`config.mk`:
```
export PLATFORM = sky130hd
export DESIGN_NAME = sst_ram
export DESIGN_NICKNAME = d
export VERILOG_FILES = /design/src/rtl/sparse_set_table_assert.svh /design/src/rtl/sst_ram.sv
export SDC_FILE = /design/constraint.sdc
export NUM_CORES = 2
export LEC_CHECK = 0
export BUFFER_PORTS_ARGS = -buffer_cell sky130_fd_sc_hd__buf_2
export CORE_ASPECT_RATIO = 2
export CORE_MARGIN = 5
export CORE_UTILIZATION = 68
export DETAILED_ROUTE_END_ITERATION = 8
export PLACE_DENSITY = 0.82
export RECOVER_POWER = 50
export SETUP_SLACK_MARGIN = 0.05
export SYNTH_ARGS = -nofsm -noshare
export SYNTH_HDL_FRONTEND = slang
export SYNTH_SLANG_ARGS = --single-unit
```
`constraint.sdc`:
```
create_clock -name clk -period 7.9 [get_ports clk]
set_input_delay 1.58 -clock clk [delete_from_list [all_inputs] [get_ports clk]]
set_output_delay 1.58 -clock clk [all_outputs]
set_load 0.02 [all_outputs]
```
`src/rtl/sparse_set_table_assert.svh`:
```
// Assertion macros used by the sparse set table sequencer (sst_ctrl).
`ifndef SPARSE_SET_TABLE_ASSERT_SVH
`define SPARSE_SET_TABLE_ASSERT_SVH

// Same-cycle implication, disabled while reset is high.
`define SST_ASSERT_IMP(label, clk, rst, ante, cons) \
  label: assert property (@(posedge clk) disable iff (rst) (ante) |-> (cons)) \
    else $error("sparse set table: same-cycle check failed");

// Next-cycle implication, disabled while reset is high.
`define SST_ASSERT_NXT(label, clk, rst, ante, cons) \
  label: assert property (@(posedge clk) disable iff (rst) (ante) |=> (cons)) \
    else $error("sparse set table: next-cycle check failed");

`endif

```
`src/rtl/sst_ram.sv`:
```
// Single-port synchronous RAM with a registered read port.
module sst_ram #(
  parameter int WIDTH = 8,
  parameter int DEPTH = 256
) (
  input  logic                     clk,
  input  logic                     we,
  input  logic                     re,
  input  logic [$clog2(DEPTH)-1:0] addr,
  input  logic [WIDTH-1:0]         wdata,
  output logic [WIDTH-1:0]         rdata
);

  logic [WIDTH-1:0] mem [DEPTH];

  always_ff @(posedge clk) begin
    if (we) begin
      mem[addr] <= wdata;
    end
  end

  // Read data holds until the next read is issued.
  always_ff @(posedge clk) begin
    if (re) begin
      rdata <= mem[addr];
    end
  end

endmodule

```
Yosys cells after proc, flatten, opt, wreduce, memory -nomap -nowiden. Memories as Yosys holds them, arrays and structs flattened. A register that Yosys moved wholly into a read port is not among the register bits. Index checks and enable logic that the tools add are counted.

Multiplexer cells: 2.

Operator list (number): 2-to-1 mux 1 bit (2).

Word-level logic and storage cells: 3. Input port bits: 19. Register bits: 0. Memory bits (writable): 2048. Memories kept: 1.

Memory list: mem (depth 256, bits a word 8, rd ports 1, clocked after Yosys merged registers in 1, write ports 1, RTL line sst_ram.sv:14) `logic [WIDTH-1:0] mem [DEPTH];`.

Longest topological paths before layout.
Depth in word-level cells: 2. Mapped depth: 10. Depth with buffers taken out: 5.

Worst setup path after synthesis. OpenSTA, ideal clock, no wires.

Path kind: input port to flip-flop. Start: in addr[1]. End: mem mem[111][0] (enable). Cell stages on the path: 9. Data required time: 7530 ps. Data arrival time: 3429 ps. Slack: 4101 ps. Buffers on the path: 5. Cell sequence: buf_2 -> clkbuf_1 -> clkbuf_1 -> nand2_1 -> buf_2 -> nor2_1 -> nand2_1 -> clkbuf_1 -> nor2_1.

RTL lines: start: declaration (RTL line sst_ram.sv:9) `input logic [$clog2(DEPTH)-1:0] addr,`; end: declaration (RTL line sst_ram.sv:14).

No word-level cell before the write port.

Worst setup path after layout.
Start: in wdata[1]. End: mem mem[220][1] (data pin).

RTL lines: start: declaration (RTL line sst_ram.sv:10) `input logic [WIDTH-1:0] wdata,`.

No word-level cell before the write port.

==> flow_metrics.py <==
metrics = {
    "run_status": {
        "outcome": "finished, violations left",
        "violations": "max-capacitance violations, max-slew violations",
    },
    "yosys": {
        "ys_seq_area_frac": 0.786,
        "synth_top_area_share": 0.786,
        "synth_ff_type": "edfxtp_1",
        "synth-edff-count": 2056,
        "yosys.cell_count.top_type": "edfxtp_1",
        "synth_area_leader_cell": "edfxtp_1",
        "synthCells": 3547,
        "ys_seq_elements": 2056,
        "synth_area_mm2": 0.0786,
        "synth-async-reset-ratio": 0,
        "syn_nets": 3566,
        "synth_commonest_cells": "edfxtp_1, mux4_2, a22oi_1",
        "synth.distinct_cells": 21,
        "syn_area_per_cell_um2": 22.2,
        "yosys-top-cells-area": "edfxtp_1, mux4_2, a22oi_1",
        "yosysWarnings": 0,
    },
    "clocking": {
        "numCtsBuffers": 159,
        "clockRootBuffer": "clkbuf_16",
        "cts_resized": 0,
        "cts_tree": "built",
        "postCtsSetupRepairBufs": 0,
        "cts_buffer_depth": 3,
        "postCtsHoldBufs": 0,
        "cts_num_sinks": 2056,
        "insertion_delay_ns": 0.88,
        "h-tree-depth": 4,
        "clk_pin_slew_ns": 0.07,
    },
    "pwr": {
        "power_density_mw_per_mm2": 249,
        "power_switching_w": 0.00474,
        "clockPowerShare": 0.384,
        "internal_power_w": 0.0165,
        "power_frac_comb": 0.049,
        "p_seq_frac": 0.566,
        "p_leak_nw": 25.7,
        "p_sw_frac": 0.223,
        "irDropWorstVdd_v": 0.000276,
    },
    "floorplan": {
        "dieArea_mm2": 0.123,
        "die_x_um": 250,
        "num_io_pins": 27,
        "fp-row-count": 176,
        "chipHeight_um": 491,
        "core_mm2": 0.115,
        "initial_core_util": 0.684,
    },
    "grt": {
        "grt_first_pass_wirelength_mm": 320,
        "met2_usage": 0.614,
        "grt_pass1_vias": 42228,
        "gr-usage-met1": 0.433,
        "grt.overflow.total": 0,
        "antenna_found_initial": 5,
        "met3_usage": 0.0797,
        "top_usage_layer": "met2",
        "grt_max_degree": 146,
        "grt_usage": 0.371,
    },
    "placement": {
        "numPortBuffers": 26,
        "placed_cells": 4941,
        "place_congestion": 0.855,
        "dp_hpwl_mm": 120,
    },
    "detailed_routing": {
        "drc_errors": 0,
        "drtIter0Drc": 7258,
        "drt-wirelength-per-cell_um": 43.1,
        "firstDrtPassIters": 8,
        "via_per_inst": 7.83,
        "route.antenna.remaining_nets": 0,
        "route.vias.total": 40997,
        "drt_wl_total_mm": 226,
    },
    "setup_path": {
        "cp_slowest_cell": "clkbuf_1",
        "r2r_cells": 5,
        "cp.buffers_inverters": 2,
        "critPathMaxStageDelay_ns": 3.46,
        "rr_endpoint": "rdata[7]$_DFFE_PP_",
        "worst-endpoint-required_ns": 8.29,
        "crit_end": "mem[220][1]$_DFFE_PP_",
        "startpoint": "wdata[1]",
        "timing.critical_path.arrival_ns": 6.78,
        "rr_startpoint": "mem[106][7]$_DFFE_PP_",
        "critical_path.top_delay_family": "buffers and inverters",
        "path_cells": "clkbuf_1 -> clkbuf_2",
        "cp_num_cells": 2,
        "crit_path_end_kind": "flop",
        "cp_max_fo": 94,
        "critical_path_class": "primary input to flop",
        "cp-start-kind": "primary input",
        "reg2reg_setup_slack_ns": 4.65,
    },
    "timing": {
        "fin_crit_ns": 6.39,
        "setup_viol": 0,
        "max_clock_freq_ghz": 0.156,
        "worstMarginPinSlew_ns": 5.85,
        "finalHoldViolations": 0,
        "fin_skew_ns": 0.0932,
        "slew_violations": 986,
        "rsz0062_at_grt": "false",
        "slew_headroom": -2.90,
        "tns_ns": 0,
        "fin_crit_sh": 0.809,
    },
    "worst_hold_path": {
        "hp-class": "flop to flop",
        "whs_path_depth": 5,
    },
    "cells_and_area": {
        "syn_to_final_growth_pct": 8.91,
        "layout.cells.non_filler": 5239,
        "finalNetCount": 3610,
        "drive_above_1_share": 0.237,
        "fin_util": 0.744,
    },
    "flow_run": {
        "drv_cap": 12,
    },
}
worst min-delay path by stage:
stage / from / end / slack, ns
final: mem[211][1]$_DFFE_PP_ / rdata[1]$_DFFE_PP_ / 1.07
after global routing: mem[242][3]$_DFFE_PP_ / rdata[3]$_DFFE_PP_ / 1.13
after CTS: mem[211][1]$_DFFE_PP_ / rdata[1]$_DFFE_PP_ / 1.07
after global placement: mem[148][5]$_DFFE_PP_ / rdata[5]$_DFFE_PP_ / 1.00
after detailed placement: mem[34][7]$_DFFE_PP_ / rdata[7]$_DFFE_PP_ / 1.01
after floorplan: mem[146][0]$_DFFE_PP_ / rdata[0]$_DFFE_PP_ / 0.90
per-layer routing:
metal,part of all wire,vias up
met5,0,-
met1,0.28,20715
met2,0.51,4198
li1,-,15107
met4,0.099,0
met3,0.11,977
layout make-up:
| cell class | instances | area [um^2] |
|---|---|---|
| flip-flops and latches | 2056 | 61700 |
| fillers | 5371 | 29400 |
| multi-input cells | 1258 | 16000 |
| clock buffers | 199 | 4210 |
| well taps | 1513 | 1890 |
| repair buffers | 115 | 918 |
| clock inverters | 90 | 823 |
| diodes | 7 | 17.5 |
| inverters | 1 | 3.75 |
tightest hold or removal path: stages (launching register included):
cell,delay [ns]
edfxtp_1,0.32
mux4_2,0.22
a22oi_1,0.07
a21oi_1,0.19
o41ai_2,0.09
nand4_1,0.08
power groups by stage:
stage	logic, W	registers [W]	clock network [W]
global placement	0.000933	0.0123	0
detailed placement	0.000985	0.0123	0
finish	0.00105	0.0121	0.00818
floorplan	0.000534	0.0123	0
global route	0.00107	0.0120	0.00864
CTS	0.00103	0.0120	0.00815
registers in the layout (all words and copies together) (netlist names):
name	count
mem	2048
rdata	8
cells in the final DEF, fill, tap and decap left out, types with 7 or more instances in the layout:
master      instances
nor3_2              8
buf_12              9
nand2_1            22
clkbuf_16         163
nor2_1            231
mux4_2            512
nor3_1             22
edfxtp_1         2056
o41ai_1            17
clkinv_2           23
bufinv_16          10
diode_2             7
nand4_1             8
buf_2               8
a21oi_1           128
o41ai_2            15
clkinv_1           25
clkbuf_1           53
nand3_2             8
buf_4              69
a22oi_1           256
clkinvlp_4         15
cells by family (layout without fill, tap and decap cells):
kind of cell	after synthesis	in the layout	share of synthesized area
AOI/OAI and AO/OA	416	416	0.0362
buffers and inverters	233	405	0.0140
DFF	2056	2056	0.786
muxes	512	512	0.147
other	0	7	0
and+or+nand+nor	330	330	0.0173
per-stage QoR:
step / power (W) / instance area (um^2) / hold slack, ns / setup WS (ns)
after CTS: 0.0212 / 85600 / 1.07 / 2.65
after detailed placement: 0.0133 / 80600 / 1.01 / 1.93
final: 0.0213 / 85600 / 1.07 / 1.51
after global routing: 0.0218 / 85600 / 1.13 / 1.38
after global placement: 0.0132 / 80400 / 1.00 / 1.18
after floorplan: 0.0128 / 78600 / 0.896 / 4.10
Note: power is estimated with default switching activity, not from simulation.
