==> src/rtl/sparse_set_table_assert.svh <==
// Assertion macros used by the sparse set table sequencer (sst_ctrl).
`ifndef SPARSE_SET_TABLE_ASSERT_SVH
`define SPARSE_SET_TABLE_ASSERT_SVH

// Same-cycle implication, disabled while reset is high.
`define SST_ASSERT_IMP(label, clk, rst, ante, cons) \
  label: assert property (@(posedge clk) disable iff (rst) (ante) |-> (cons)) \
    else $error("sparse set table: same-cycle check failed");

// Next-cycle implication, disabled while reset is high.
`define SST_ASSERT_NXT(label, clk, rst, ante, cons) \
  label: assert property (@(posedge clk) disable iff (rst) (ante) |=> (cons)) \
    else $error("sparse set table: next-cycle check failed");

`endif

==> src/rtl/sst_pkg.sv <==
// Package with the request and response types and codes of the sparse set table.
package sst_pkg;

  localparam int FUNC_W   = 2;
  localparam int ID_W     = 10;
  localparam int DATA_W   = 32;
  localparam int STATUS_W = 2;
  localparam int COUNT_W  = 9;

  localparam logic [FUNC_W-1:0] FUNC_LOOKUP = 2'd0;
  localparam logic [FUNC_W-1:0] FUNC_ADD    = 2'd1;
  localparam logic [FUNC_W-1:0] FUNC_REMOVE = 2'd2;

  localparam logic [STATUS_W-1:0] STATUS_OK     = 2'd0;
  localparam logic [STATUS_W-1:0] STATUS_DUP    = 2'd1;
  localparam logic [STATUS_W-1:0] STATUS_ABSENT = 2'd2;
  localparam logic [STATUS_W-1:0] STATUS_FULL   = 2'd3;

  typedef struct packed {
    logic [FUNC_W-1:0] func;
    logic [ID_W-1:0]   id;
    logic [DATA_W-1:0] data_in;
  } req_t;

  typedef struct packed {
    logic                found;
    logic [DATA_W-1:0]   data_out;
    logic [STATUS_W-1:0] status;
    logic [COUNT_W-1:0]  count;
  } rsp_t;

endpackage

==> src/rtl/sst_ctrl.sv <==
// Sequencer that reads, modifies and writes back the slot map and the dense store.
module sst_ctrl #(
  parameter int ID_SPACE  = 1024,
  parameter int CAPACITY  = 256,
  parameter int DATA_BITS = 32,
  parameter int MAP_DEPTH = 1024
) (
  input  logic                         clk,
  input  logic                         rst,
  input  logic                         req_valid,
  output logic                         req_ready,
  input  sst_pkg::req_t                req,
  input  logic                         out_free,
  output logic                         res_valid,
  output sst_pkg::rsp_t                res,
  output logic                         map_we,
  output logic                         map_re,
  output logic [$clog2(MAP_DEPTH)-1:0] map_addr,
  output logic [$clog2(CAPACITY):0]    map_wdata,
  input  logic [$clog2(CAPACITY):0]    map_rdata,
  output logic                         dense_we,
  output logic                         dense_re,
  output logic [$clog2(CAPACITY)-1:0]  dense_addr,
  output logic [$clog2(MAP_DEPTH)+DATA_BITS-1:0] dense_wdata,
  input  logic [$clog2(MAP_DEPTH)+DATA_BITS-1:0] dense_rdata
);
  import sst_pkg::*;

  `include "sparse_set_table_assert.svh"

  localparam int MAP_AW = $clog2(MAP_DEPTH);
  localparam int SLOT_W = $clog2(CAPACITY);
  localparam int CNT_W  = $clog2(CAPACITY + 1);

  typedef enum logic [3:0] {
    S_CLEAR = 4'b0001,
    S_IDLE  = 4'b0010,
    S_LOOK  = 4'b0100,
    S_DENSE = 4'b1000
  } state_t;

  state_t              state, state_next;
  logic [MAP_AW-1:0]   clr_idx, clr_idx_next;
  logic [CNT_W-1:0]    count, count_next;
  logic [FUNC_W-1:0]   op, op_next;
  logic [ID_W-1:0]     id_q, id_q_next;
  logic [DATA_BITS-1:0] data_q, data_q_next;
  logic [SLOT_W-1:0]   hole, hole_next;

  logic                map_valid;
  logic [SLOT_W-1:0]   map_slot;
  logic                in_range;
  logic                present;
  logic                full;
  logic [SLOT_W-1:0]   last;
  logic [MAP_AW-1:0]   moved_id;
  logic [DATA_BITS-1:0] moved_data;
  logic                add_fire;
  logic                rem_fire;

  assign map_valid  = map_rdata[SLOT_W];
  assign map_slot   = map_rdata[SLOT_W-1:0];
  assign in_range   = 32'(id_q) < ID_SPACE;
  assign present    = in_range && map_valid && (CNT_W'(map_slot) < count);
  assign full       = count >= CNT_W'(CAPACITY);
  assign last       = SLOT_W'(count - 1'b1);
  assign moved_id   = dense_rdata[MAP_AW+DATA_BITS-1:DATA_BITS];
  assign moved_data = dense_rdata[DATA_BITS-1:0];
  assign req_ready  = (state == S_IDLE);

  always_comb begin
    state_next   = state;
    clr_idx_next = clr_idx;
    count_next   = count;
    op_next      = op;
    id_q_next    = id_q;
    data_q_next  = data_q;
    hole_next    = hole;
    map_we       = 1'b0;
    map_re       = 1'b0;
    map_addr     = id_q[MAP_AW-1:0];
    map_wdata    = '0;
    dense_we     = 1'b0;
    dense_re     = 1'b0;
    dense_addr   = map_slot;
    dense_wdata  = {id_q[MAP_AW-1:0], data_q};
    res_valid    = 1'b0;
    res.found    = present;
    res.data_out = '0;
    res.status   = STATUS_OK;
    res.count    = COUNT_W'(count);
    add_fire     = 1'b0;
    rem_fire     = 1'b0;

    case (state)
      S_CLEAR: begin
        map_we       = 1'b1;
        map_addr     = clr_idx;
        clr_idx_next = clr_idx + 1'b1;
        if (clr_idx == MAP_AW'(MAP_DEPTH - 1)) begin
          state_next = S_IDLE;
        end
      end
      S_IDLE: begin
        map_addr = req.id[MAP_AW-1:0];
        if (req_valid) begin
          map_re      = 1'b1;
          op_next     = req.func;
          id_q_next   = req.id;
          data_q_next = DATA_BITS'(req.data_in);
          state_next  = S_LOOK;
        end
      end
      S_LOOK: begin
        case (op)
          FUNC_LOOKUP: begin
            if (present) begin
              dense_re   = 1'b1;
              state_next = S_DENSE;
            end else if (out_free) begin
              res_valid  = 1'b1;
              state_next = S_IDLE;
            end
          end
          FUNC_ADD: begin
            if (present) begin
              res.status = STATUS_DUP;
            end else if (!in_range || full) begin
              res.status = STATUS_FULL;
            end
            if (out_free) begin
              res_valid  = 1'b1;
              state_next = S_IDLE;
              if (res.status == STATUS_OK) begin
                add_fire    = 1'b1;
                map_we      = 1'b1;
                map_wdata   = {1'b1, SLOT_W'(count)};
                dense_we    = 1'b1;
                dense_addr  = SLOT_W'(count);
                count_next  = count + 1'b1;
                res.count   = COUNT_W'(count_next);
              end
            end
          end
          FUNC_REMOVE: begin
            if (present) begin
              // Retire the id now and fetch the last entry to fill its hole.
              map_we     = 1'b1;
              hole_next  = map_slot;
              dense_re   = 1'b1;
              dense_addr = last;
              state_next = S_DENSE;
            end else if (out_free) begin
              res.status = STATUS_ABSENT;
              res_valid  = 1'b1;
              state_next = S_IDLE;
            end
          end
          default: begin
            if (out_free) begin
              res_valid  = 1'b1;
              state_next = S_IDLE;
            end
          end
        endcase
      end
      S_DENSE: begin
        res.found = 1'b1;
        if (out_free) begin
          res_valid  = 1'b1;
          state_next = S_IDLE;
          if (op == FUNC_REMOVE) begin
            rem_fire = 1'b1;
            if (hole != last) begin
              dense_we    = 1'b1;
              dense_addr  = hole;
              dense_wdata = dense_rdata;
              map_we      = 1'b1;
              map_addr    = moved_id;
              map_wdata   = {1'b1, hole};
            end
            count_next = count - 1'b1;
            res.count  = COUNT_W'(count_next);
          end else begin
            res.data_out = DATA_W'(moved_data);
          end
        end
      end
      default: begin
        state_next = S_IDLE;
      end
    endcase
  end

  always_ff @(posedge clk) begin
    if (rst) begin
      state   <= S_CLEAR;
      clr_idx <= '0;
      count   <= '0;
    end else begin
      state   <= state_next;
      clr_idx <= clr_idx_next;
      count   <= count_next;
    end
  end

  always_ff @(posedge clk) begin
    op     <= op_next;
    id_q   <= id_q_next;
    data_q <= data_q_next;
    hole   <= hole_next;
  end

  `SST_ASSERT_IMP(a_count_bound, clk, rst, 1'b1, count <= CNT_W'(CAPACITY))
  `SST_ASSERT_IMP(a_clear_quiet, clk, rst, state == S_CLEAR, !dense_we && !res_valid)
  `SST_ASSERT_NXT(a_add_grows, clk, rst, add_fire, count == $past(count) + 1'b1)
  `SST_ASSERT_NXT(a_rem_shrinks, clk, rst, rem_fire, count == $past(count) - 1'b1)

endmodule

==> config.mk <==
export PLATFORM = sky130hd
export DESIGN_NAME = sst_ctrl
export DESIGN_NICKNAME = d
export VERILOG_FILES = /design/src/rtl/sst_pkg.sv /design/src/rtl/sst_ctrl.sv
export VERILOG_INCLUDE_DIRS = /design/src /design/src/rtl
export SDC_FILE = /design/constraint.sdc
export NUM_CORES = 1
export LEC_CHECK = 0
export ABC_AREA = 1
export BUFFER_PORTS_ARGS = -buffer_cell sky130_fd_sc_hd__buf_2
export CORE_MARGIN = 1.5
export CORE_UTILIZATION = 49
export DETAILED_ROUTE_END_ITERATION = 10
export PLACE_DENSITY_LB_ADDON = 0.1
export SYNTH_ARGS = -nofsm -noshare
export SYNTH_HDL_FRONTEND = slang
export SYNTH_SLANG_ARGS = --single-unit
==> constraint.sdc <==
create_clock -name clk -period 4 [get_ports clk]
set_input_delay 0.2 -clock clk [delete_from_list [all_inputs] [get_ports clk]]
set_output_delay 0.2 -clock clk [all_outputs]
set_load 0.02 [all_outputs]
# [Word-level counts from Yosys, hierarchy flattened]
# Cells that the tools add are included.
[totals] register_bits=75 word_cells=93 input_bits=99 out_inout_bits=119
[classes] n_eq_ne=10 n_mux=64 reduce_logical=7 n_addsub=3 order_cmp=2
[op_table] operator="42-bit 2-to-1 mux" n=4
[op_table] operator="9-bit 2-to-1 mux" n=11
[op_table] operator="32-bit 2-to-1 mux" n=2
[op_table] operator="8-bit 2-to-1 mux" n=6
[op_table] operator="9-bit case mux with 2 select lines" n=2
[op_table] operator="33-bit 2-to-1 mux" n=1
[op_table] operator="8-bit case mux with 2 select lines" n=2
[op_table] operator="10-bit 2-to-1 mux" n=3
[op_table] operator="10-bit case mux with 3 select lines" n=1
[op_table] operator="4-bit 2-to-1 mux" n=5
[op_table] operator="4-bit case mux with 4 select lines" n=1
[op_table] operator="1-bit 2-to-1 mux" n=14
[op_table] operator="2-bit 2-to-1 mux" n=7
[op_table] operator="10-bit by 1-bit adder with 10-bit output, second input constant" n=1
[op_table] operator="10-bit == test, second input constant" n=1
[op_table] operator="9-bit by 1-bit adder with 9-bit output, second input constant" n=1
[op_table] operator="9-bit >= comparator, second input constant" n=1
[op_table] operator="8-bit by 9-bit less-than comparator with 1-bit output" n=1
[op_table] operator="9-bit by 1-bit subtractor with 9-bit output, second input constant" n=1
[op_table] operator="8-bit inequality test" n=1
[op_table] operator="1-bit case mux with 2 select lines" n=3
[op_table] operator="4-bit by 1-bit == test with 1-bit output, second input constant" n=1
[op_table] operator="4-bit by 2-bit == test with 1-bit output, second input constant" n=1
[op_table] operator="4-bit by 3-bit == test with 1-bit output, second input constant" n=1
[op_table] operator="other kinds (11)" n=14

# [Depth between registers and ports, before layout]
# Gate-level depths: netlist (run 1).
[logic_depth] depth_word=10 mapped_depth=17 mapped_depth_nobuf=17

# [Least setup slack after synthesis (run 1)]
# No wires, ideal clock.
[synth_timing] kind="register to register" from="register state[2]" to="register data_q[0] (enable)" t_required_ns=3.542 stages_incl_launch_ff=6 slack_ns=0.503 synth_period_minus_slack_ns=3.497 path_buffers=0 setup_time_ns=0.458 arrival_time_ns=3.039 cell_sequence="dfxtp_1 > inv_1 > nand2_1 > nor3_1 > inv_1 > nor2_1"
[synth_between] elab_chain_cells=2
[synth_rtl] item="start: declaration" line="sst_ctrl.sv:42" source="state_t state, state_next;"
[synth_rtl] item="start signal: assignment" line="sst_ctrl.sv:201" source="state <= state_next;"
[synth_rtl] item="4-bit by 2-bit == test with 1-bit output" line="sst_ctrl.sv:95" source="case (state)"
[synth_rtl] item="2-bit AND reduction (no line)"
[synth_rtl] item="end signal: assignment" line="sst_ctrl.sv:210" source="data_q <= data_q_next;"
[synth_rtl] item="end: declaration" line="sst_ctrl.sv:47" source="logic [DATA_BITS-1:0] data_q, data_q_next;"
# Every way passes these cells.
# A chain may end at the register's enable or synchronous reset.

# [Worst setup path after layout (run 1)]
[layout_timing] from="register count[0]" to="output dense_wdata[2]"
[layout_between] elab_chain_cells=6
[layout_rtl] item="start: declaration" line="sst_ctrl.sv:44" source="logic [CNT_W-1:0] count, count_next;"
[layout_rtl] item="start signal: assignment" line="sst_ctrl.sv:203" source="count <= count_next;"
[layout_rtl] item="9-bit by 1-bit subtractor with 9-bit output"
[layout_rtl] item="8-bit inequality test" line="sst_ctrl.sv:174" source="if (hole != last) begin"
[layout_rtl] item="42-bit 2-to-1 mux" line="sst_ctrl.sv:174"
[layout_rtl] item="42-bit 2-to-1 mux" line="sst_ctrl.sv:172" source="if (op == FUNC_REMOVE) begin"
[layout_rtl] item="42-bit 2-to-1 mux" line="sst_ctrl.sv:169" source="if (out_free) begin"
[layout_rtl] item="42-bit 2-to-1 mux" line="sst_ctrl.sv:95"
[layout_rtl] item="end: declaration" line="sst_ctrl.sv:24" source="output logic [$clog2(MAP_DEPTH)+DATA_BITS-1:0] dense_wdata,"
# Every way passes these cells.

==> results of run 1 <==
-- cell type report --
class / instances / area (um2) / area share
multi-input cells: 519 / 2600 / 0.390
flip-flops and latches: 75 / 2020 / 0.303
repair buffers: 230 / 1200 / 0.180
inverters: 128 / 480 / 0.0720
clock buffers: 14 / 184 / 0.0276
well taps: 136 / 170 / 0.0255
clock inverters: 2 / 16.3 / 0.00244
-- stage by stage --
| stage | util | hold slack [ns] | cells |
|---|---|---|---|
| floorplan | - | 0.296 | 748 |
| global placement | 0.617 | 0.377 | 1081 |
| detailed placement | 0.617 | 0.378 | 1081 |
| CTS | 0.638 | 0.000342 | 1099 |
| global route | 0.644 | -0.000663 | 1104 |
| finish | 0.644 | 0.0125 | 1104 |
-- layout by cell type (no fill, tap or decap), types with 11 or more instances in the layout --
cell type / instances
a21oi_1: 31
buf_2: 217
clkbuf_8: 11
dfxtp_1: 23
edfxtp_1: 52
ha_1: 14
inv_1: 112
inv_2: 11
nand2_1: 201
nand3_1: 58
nor2_1: 72
o21ai_0: 46
o21ai_2: 16
-- power by group through the flow --
stage	combinational (uW)	sequential, uW	clock (uW)
4_1_cts	309	850	601
3_5_place_dp	306	868	0
3_3_place_gp	299	867	0
5_1_grt	345	852	631
6_report	315	850	593
2_1_floorplan	177	866	0
-- cells by family after synthesis --
family	count (synthesis)	share of synthesized area
and+or+nand+nor	377	0.313
buffers and inverters	154	0.122
AOI/OAI and AO/OA	128	0.147
DFF	75	0.385
adders and majority gates	14	0.0334
-- layer usage --
layer	vias to the layer above	share of wire	routed length [um]	track usage
li1	2880	-	-	-
met1	2715	0.42	7670	0.417
met2	300	0.47	8460	0.511
met3	35	0.087	1570	0.0613
met4	0	0.022	406	0.0857
met5	-	0	0	0
-- critical path, stage by stage, from the launching register on --
cell and delay, ns:
dfxtp_1 0.58, inv_2 0.21, ha_1 0.34, nand2_1 0.12, nand2_1 0.09, nand2_1 0.07
nand2_1 0.05, nor2_1 0.10, nand3_1 0.08, nor2_1 0.12, nand2_2 0.24, nand2_8 0.32
buf_4 0.36, nand2_1 0.14, o21ai_2 0.09, buf_2 0.18
-- sequential cells by signal (all words and copies together), names as in the netlist --
name     cells
hole         8
clr_idx     10
id_q        10
state        4
op           2
data_q      32
count        9
-- final timing paths --
| path | start | to | slack (ns) | cells past startpoint |
|---|---|---|---|---|
| max | count[0]$_SDFF_PP0_ | dense_wdata[2] | 0.33 | 15 |
| min | req[13] | data_q[13]$_DFFE_PP_ | 0.01 | 1 |
| max reg2reg | count[6]$_SDFF_PP0_ | state[1]$_SDFFE_PP0P_ | 1.17 | 12 |
| min reg2reg | clr_idx[5]$_SDFFE_PP0N_ | clr_idx[5]$_SDFFE_PP0N_ | 0.51 | 2 |
-- repair_timing --
action,CTS,global route
endpoints found under the hold margin,2,5
gates resized for setup,0,1
hold buffers,2,5
setup endpoints to repair,0,13
==> reports/results.tsv, run 1 <==
stage	metric	value	unit
yosys	Synth area leader	edfxtp_1	
timing	final-report setup violation count	0	
yosys	Yosys reg bits	75	
timing	fmax	0.272	GHz
pwr	PD cells	263	nW/um2
pwr	total power draw	1760	uW
worst_setup_path	required time of the critical path	3.80	ns
layout	Filler Cells Inserted	950	
worst_setup_path	crit path DAT	3.47	ns
clocking	post-CTS setup buffers	0	
pwr	VDD IR max	0.158	mV
yosys	Synth top cells by count	201 x nand2_1, 112 x inv_1, 73 x nor2_1	
yosys	top-count cell post-synth	nand2_1	
global_routing	pin count of the biggest net entering global routing	46	
layout	# nets final	1076	
pwr	Psw	503	uW
placed_design	RePlAce Congestion	1.03	
yosys	mapped cell area	5250	um2
global_routing	vias in the first global route	5246	
layout	Inserted Diodes	0	
routing	Avg Vias per Cell	5.37	
yosys	predominant post-synthesis flop cell	edfxtp_1	
run_status	run status	finished clean	
floorplanning	Die Area	11300	um2
placed_design	Port-buffer cells	217	
yosys	Synth Area per Inst	7.01	um2
placed_design	Post-Place Setup Slack	0.624	ns
routing	ANT nets after route	0	
timing	max-slew violation count	0	
floorplanning	Starting Density	0.506	
layout	final instance area	6680	um2
layout	share of layout cells above drive strength 1	0.291	
timing	setup TNS	0	ns
clocking	H-tree depth	3	
clocking	CTS tree	built	
timing	final setup margin	0.326	ns
worst_setup_path	critical path class	reg2out	
floorplanning	core area	10400	um2
floorplanning	Ports	218	
pwr	switching share of power	0.286	
placed_design	placed wire-length estimate	13900	um
routing	Residual DRC	0	
floorplanning	die height	106	um
timing	Max-slew headroom	0.194	
pwr	internal power	1260	uW
yosys	Yosys warnings	0	
yosys	syn_nets	861	
clocking	Sink Count	75	
timing	final hold vios	0	
floorplanning	Die W	106	um
worst_setup_path	CP endpoint kind	primary output	
worst_setup_path	critical path fanouts, max	41	
layout	P&R area growth vs syn	27.3	%
clocking	number of clock buffers inserted by TritonCTS	9	
timing	RSZ-0062 raised after global routing	no	
timing	fin crit period	3.67	ns
routing	Initial DRC Count	541	
pwr	clock share of power	0.337	
flow_run	Max Cap Viol	0	
yosys	Post-synth EDFFs	52	
routing	Routed WL	18100	um
routing	First-pass DRT Iterations	8	
timing	worst slew pin tran	1.21	ns
yosys	Yosys cell types	39	
floorplanning	Site Rows	37	
clocking	clk_lat worst skew	0.36	ns
yosys	asr flop ratio synth	0	
pwr	Combinational Power Share	0.179	
timing	period utilization	0.919	
global_routing	Global Route Usage Sum	0.311	
worst_hold_path	Hold/Removal Path Class	in2reg	
global_routing	first-pass GRT wire length	27200	um
routing	vias	5930	
timing	clock skew	0.0139	ns
clocking	Clock Path Buffers	2	
yosys	post-synth top area share	0.298	
pwr	sequential share of power	0.484	
global_routing	initial antenna violation count	0	
yosys	Synth area leaders	edfxtp_1 30%, nand2_1 14%, dfxtp_1 8.8%	
pwr	Leak	0.00356	uW
clocking	CTS Root Cell	clkbuf_8	
clocking	clock-pin slew on the worst setup and hold paths	0.08	ns
placed_design	DP Area	6400	um2
yosys	Synth Instances	748	
yosys	sequential area share after synthesis	0.385	
global_routing	grt ovf	0	
routing	Wirelength per Cell	16.4	um
worst_setup_path	CP Launch Type	flip-flop	
No activity file was read; power rests on OpenSTA's default activity.
==> inputs of run 2 (changes only) <==
Settings changed: PLACE_DENSITY set to 0.8, PLACE_DENSITY_LB_ADDON 0.1 to unset.
==> run 2 against run 1 <==
Worst hold slack better by 0.0023 ns. Maximum frequency up 1.4%. Die area unchanged. Sequential cell count unchanged. Core utilization about the same.
==> reports/results.tsv, run 2 (synthesis results as in run 1) <==
stage	metric	value	unit	change
layout	share of layout cells above drive strength 1	0.295		+0.00401
global_routing	initial antenna violation count	0		unchanged
timing	final-report setup violation count	0		unchanged
global_routing	grt ovf	0		unchanged
routing	vias	5930		unchanged
worst_setup_path	worst r2r src	count[5]$_SDFF_PP0_		
timing	RSZ-0062 raised after global routing	no		
worst_setup_path	R2R Setup Slk	1.01	ns	-0.16 ns
worst_setup_path	CP Launch Type	flip-flop		
pwr	total power draw	1830	uW	+3.9%
flow_run	Max Cap Viol	0		unchanged
pwr	VDD IR max	0.316	mV	+99%
clocking	clock-pin slew on the worst setup and hold paths	0.09	ns	about the same
timing	setup TNS	0	ns	unchanged
placed_design	placed wire-length estimate	12900	um	-7.4%
global_routing	GR Util met2	0.478		-0.0332
worst_setup_path	Critical Path Start	count[5]$_SDFF_PP0_		
worst_setup_path	Setup crit end	dense_addr[0]		
layout	max reg flops	32		unchanged
timing	fmax	0.276	GHz	+1.4%
floorplanning	core area	10400	um2	unchanged
pwr	PD cells	274	nW/um2	+4.0%
floorplanning	Starting Density	0.506		unchanged
timing	worst hold slack	0.0148	ns	+0.00226 ns
worst_setup_path	cells on worst reg2reg path	12		unchanged
timing	clock skew	0.0146	ns	+0.000686 ns
pwr	Leak	0.00357	uW	+0.29%
layout	commonest non-fill, non-tap cell in the layout	buf_2		
worst_setup_path	critical path class	reg2out		
worst_setup_path	required time of the critical path	3.80	ns	about the same
routing	First-pass DRT Iterations	6		-2
worst_hold_path	Hold/Removal Path Class	in2reg		
global_routing	global routing usage on met1	0.372		-0.0456
layout	FF+latch area	2020	um2	unchanged
clocking	Sink Count	75		unchanged
layout	Inserted Diodes	0		unchanged
routing	Residual DRC	0		unchanged
routing	ANT nets after route	0		unchanged
worst_setup_path	slowest CP cell	dfxtp_1		
floorplanning	Ports	218		unchanged
routing	Wirelength per Cell	15.3	um	-6.4%
worst_setup_path	CP endpoint kind	primary output		
layout	area taken by multi-input logic gates	2600	um2	unchanged
floorplanning	Die W	106	um	unchanged
routing	Initial DRC Count	615		+14%
worst_setup_path	critical path fanouts, max	15		-63%
layout	final instance area	6670	um2	about the same
timing	fin crit period	3.62	ns	-0.0517 ns
placed_design	DP Area	6400	um2	+0.12%
run_status	run status	finished clean		
timing	final hold vios	0		unchanged
layout	most frequent cells in the layout	217 x buf_2, 201 x nand2_1, 112 x inv_1, 72 x nor2_1, 58 x nand3_1		
layout	P&R area growth vs syn	27.2	%	about the same
global_routing	vias in the first global route	5220		-0.50%
layout	Top reg by flops	data_q		
worst_setup_path	CP most frequent cell	nand2_1		
global_routing	first-pass GRT wire length	25800	um	-5.4%
worst_setup_path	worst-path cell chain	inv_1, ha_1, nand2_1, nor2_1, nand2_1, nand2_1, clkinv_1, nand2_1, nand3_1, o21ai_0, nand2_1, nand2_1, inv_1, nand2_1, buf_2		
worst_setup_path	Reg-to-Reg End	state[1]$_SDFFE_PP0P_		
clocking	number of clock buffers inserted by TritonCTS	9		unchanged
worst_hold_path	hold path startpoint	req[25]		
layout	# nets final	1073		-0.28%
clocking	H-tree depth	3		unchanged
timing	Max-slew headroom	0.248		+0.0540
floorplanning	Site Rows	37		unchanged
clocking	Clock Path Buffers	2		unchanged
layout	Filler Cells Inserted	946		-0.42%
routing	Routed WL	16900	um	-6.7%
global_routing	grt met3 use	0.0693		+0.00797
floorplanning	die height	106	um	unchanged
clocking	CTS tree	built		
timing	max-slew violation count	0		unchanged
worst_setup_path	crit path DAT	3.42	ns	-0.05 ns
floorplanning	Die Area	11300	um2	unchanged
clocking	CTS Root Cell	clkbuf_8		
worst_setup_path	crit-path max cell delay	0.58	ns	about the same
routing	Avg Vias per Cell	5.39		+0.27%
global_routing	GR peak layer	met2		
timing	worst slew pin tran	1.13	ns	-0.0809 ns
timing	period utilization	0.906		-0.0129
global_routing	pin count of the biggest net entering global routing	70		+52%
placed_design	RePlAce Congestion	1.05		+2.0%
layout	largest registers	data_q: 32 flops, clr_idx: 10 flops, id_q: 10 flops		
clocking	clk_lat worst skew	0.36	ns	about the same
global_routing	Global Route Usage Sum	0.293		-0.0182
placed_design	Port-buffer cells	217		unchanged
layout	final core occ	0.643		about the same
run 2: power by group:
part	switching (uW)	internal, uW	leakage [uW]
logic	196	115	0.00279
clock network	315	352	0.000118
registers	8.89	841	0.000654
run 2: layout make-up:
| type | instances | area share |
|---|---|---|
| clock buffers | 11 | 0.0244 |
| multi-input cells | 519 | 0.390 |
| inverters | 128 | 0.0720 |
| well taps | 136 | 0.0255 |
| repair buffers | 227 | 0.175 |
| clock inverters | 5 | 0.00975 |
| flip-flops and latches | 75 | 0.303 |
run 2: worst min-delay path by stage:
stage	end	slack (ns)	depth (start not counted)
2_1_floorplan	state[0]$_SDFFE_PP1P_	0.30	2
3_3_place_gp	data_q[16]$_DFFE_PP_	0.38	1
3_5_place_dp	data_q[20]$_DFFE_PP_	0.38	1
4_1_cts	data_q[22]$_DFFE_PP_	0.002	1
5_1_grt	data_q[29]$_DFFE_PP_	0.002	1
6_report	data_q[25]$_DFFE_PP_	0.01	1
run 2: through the flow:
step,worst slack [ns],std cells
floorplan,0.503,748
global placement,0.579,1082
detailed placement,0.589,1082
CTS,0.190,1098
global route,0.0768,1101
finish,0.377,1101
run 2: repair_timing:
item                                    CTS  global route
buffers inserted                          0             0
resized for setup                         0             1
hold buffers                              0             3
hold endpoints to repair                  0             3
endpoints found under the setup margin    0            15
run 2: worst max-delay path: cells and delay by family, from the launching register on:
kind	cells	cell delay [ns]
simple gates	9	1.16
buf+inv	4	0.88
fa+ha+maj	1	0.33
flops	1	0.58
compound gates	1	0.10
run 2: metal layers:
| layer | wire length (um) | up-vias |
|---|---|---|
| li1 | - | 2878 |
| met1 | 6680 | 2622 |
| met2 | 7960 | 381 |
| met3 | 1770 | 49 |
| met4 | 484 | 0 |
| met5 | 0 | - |
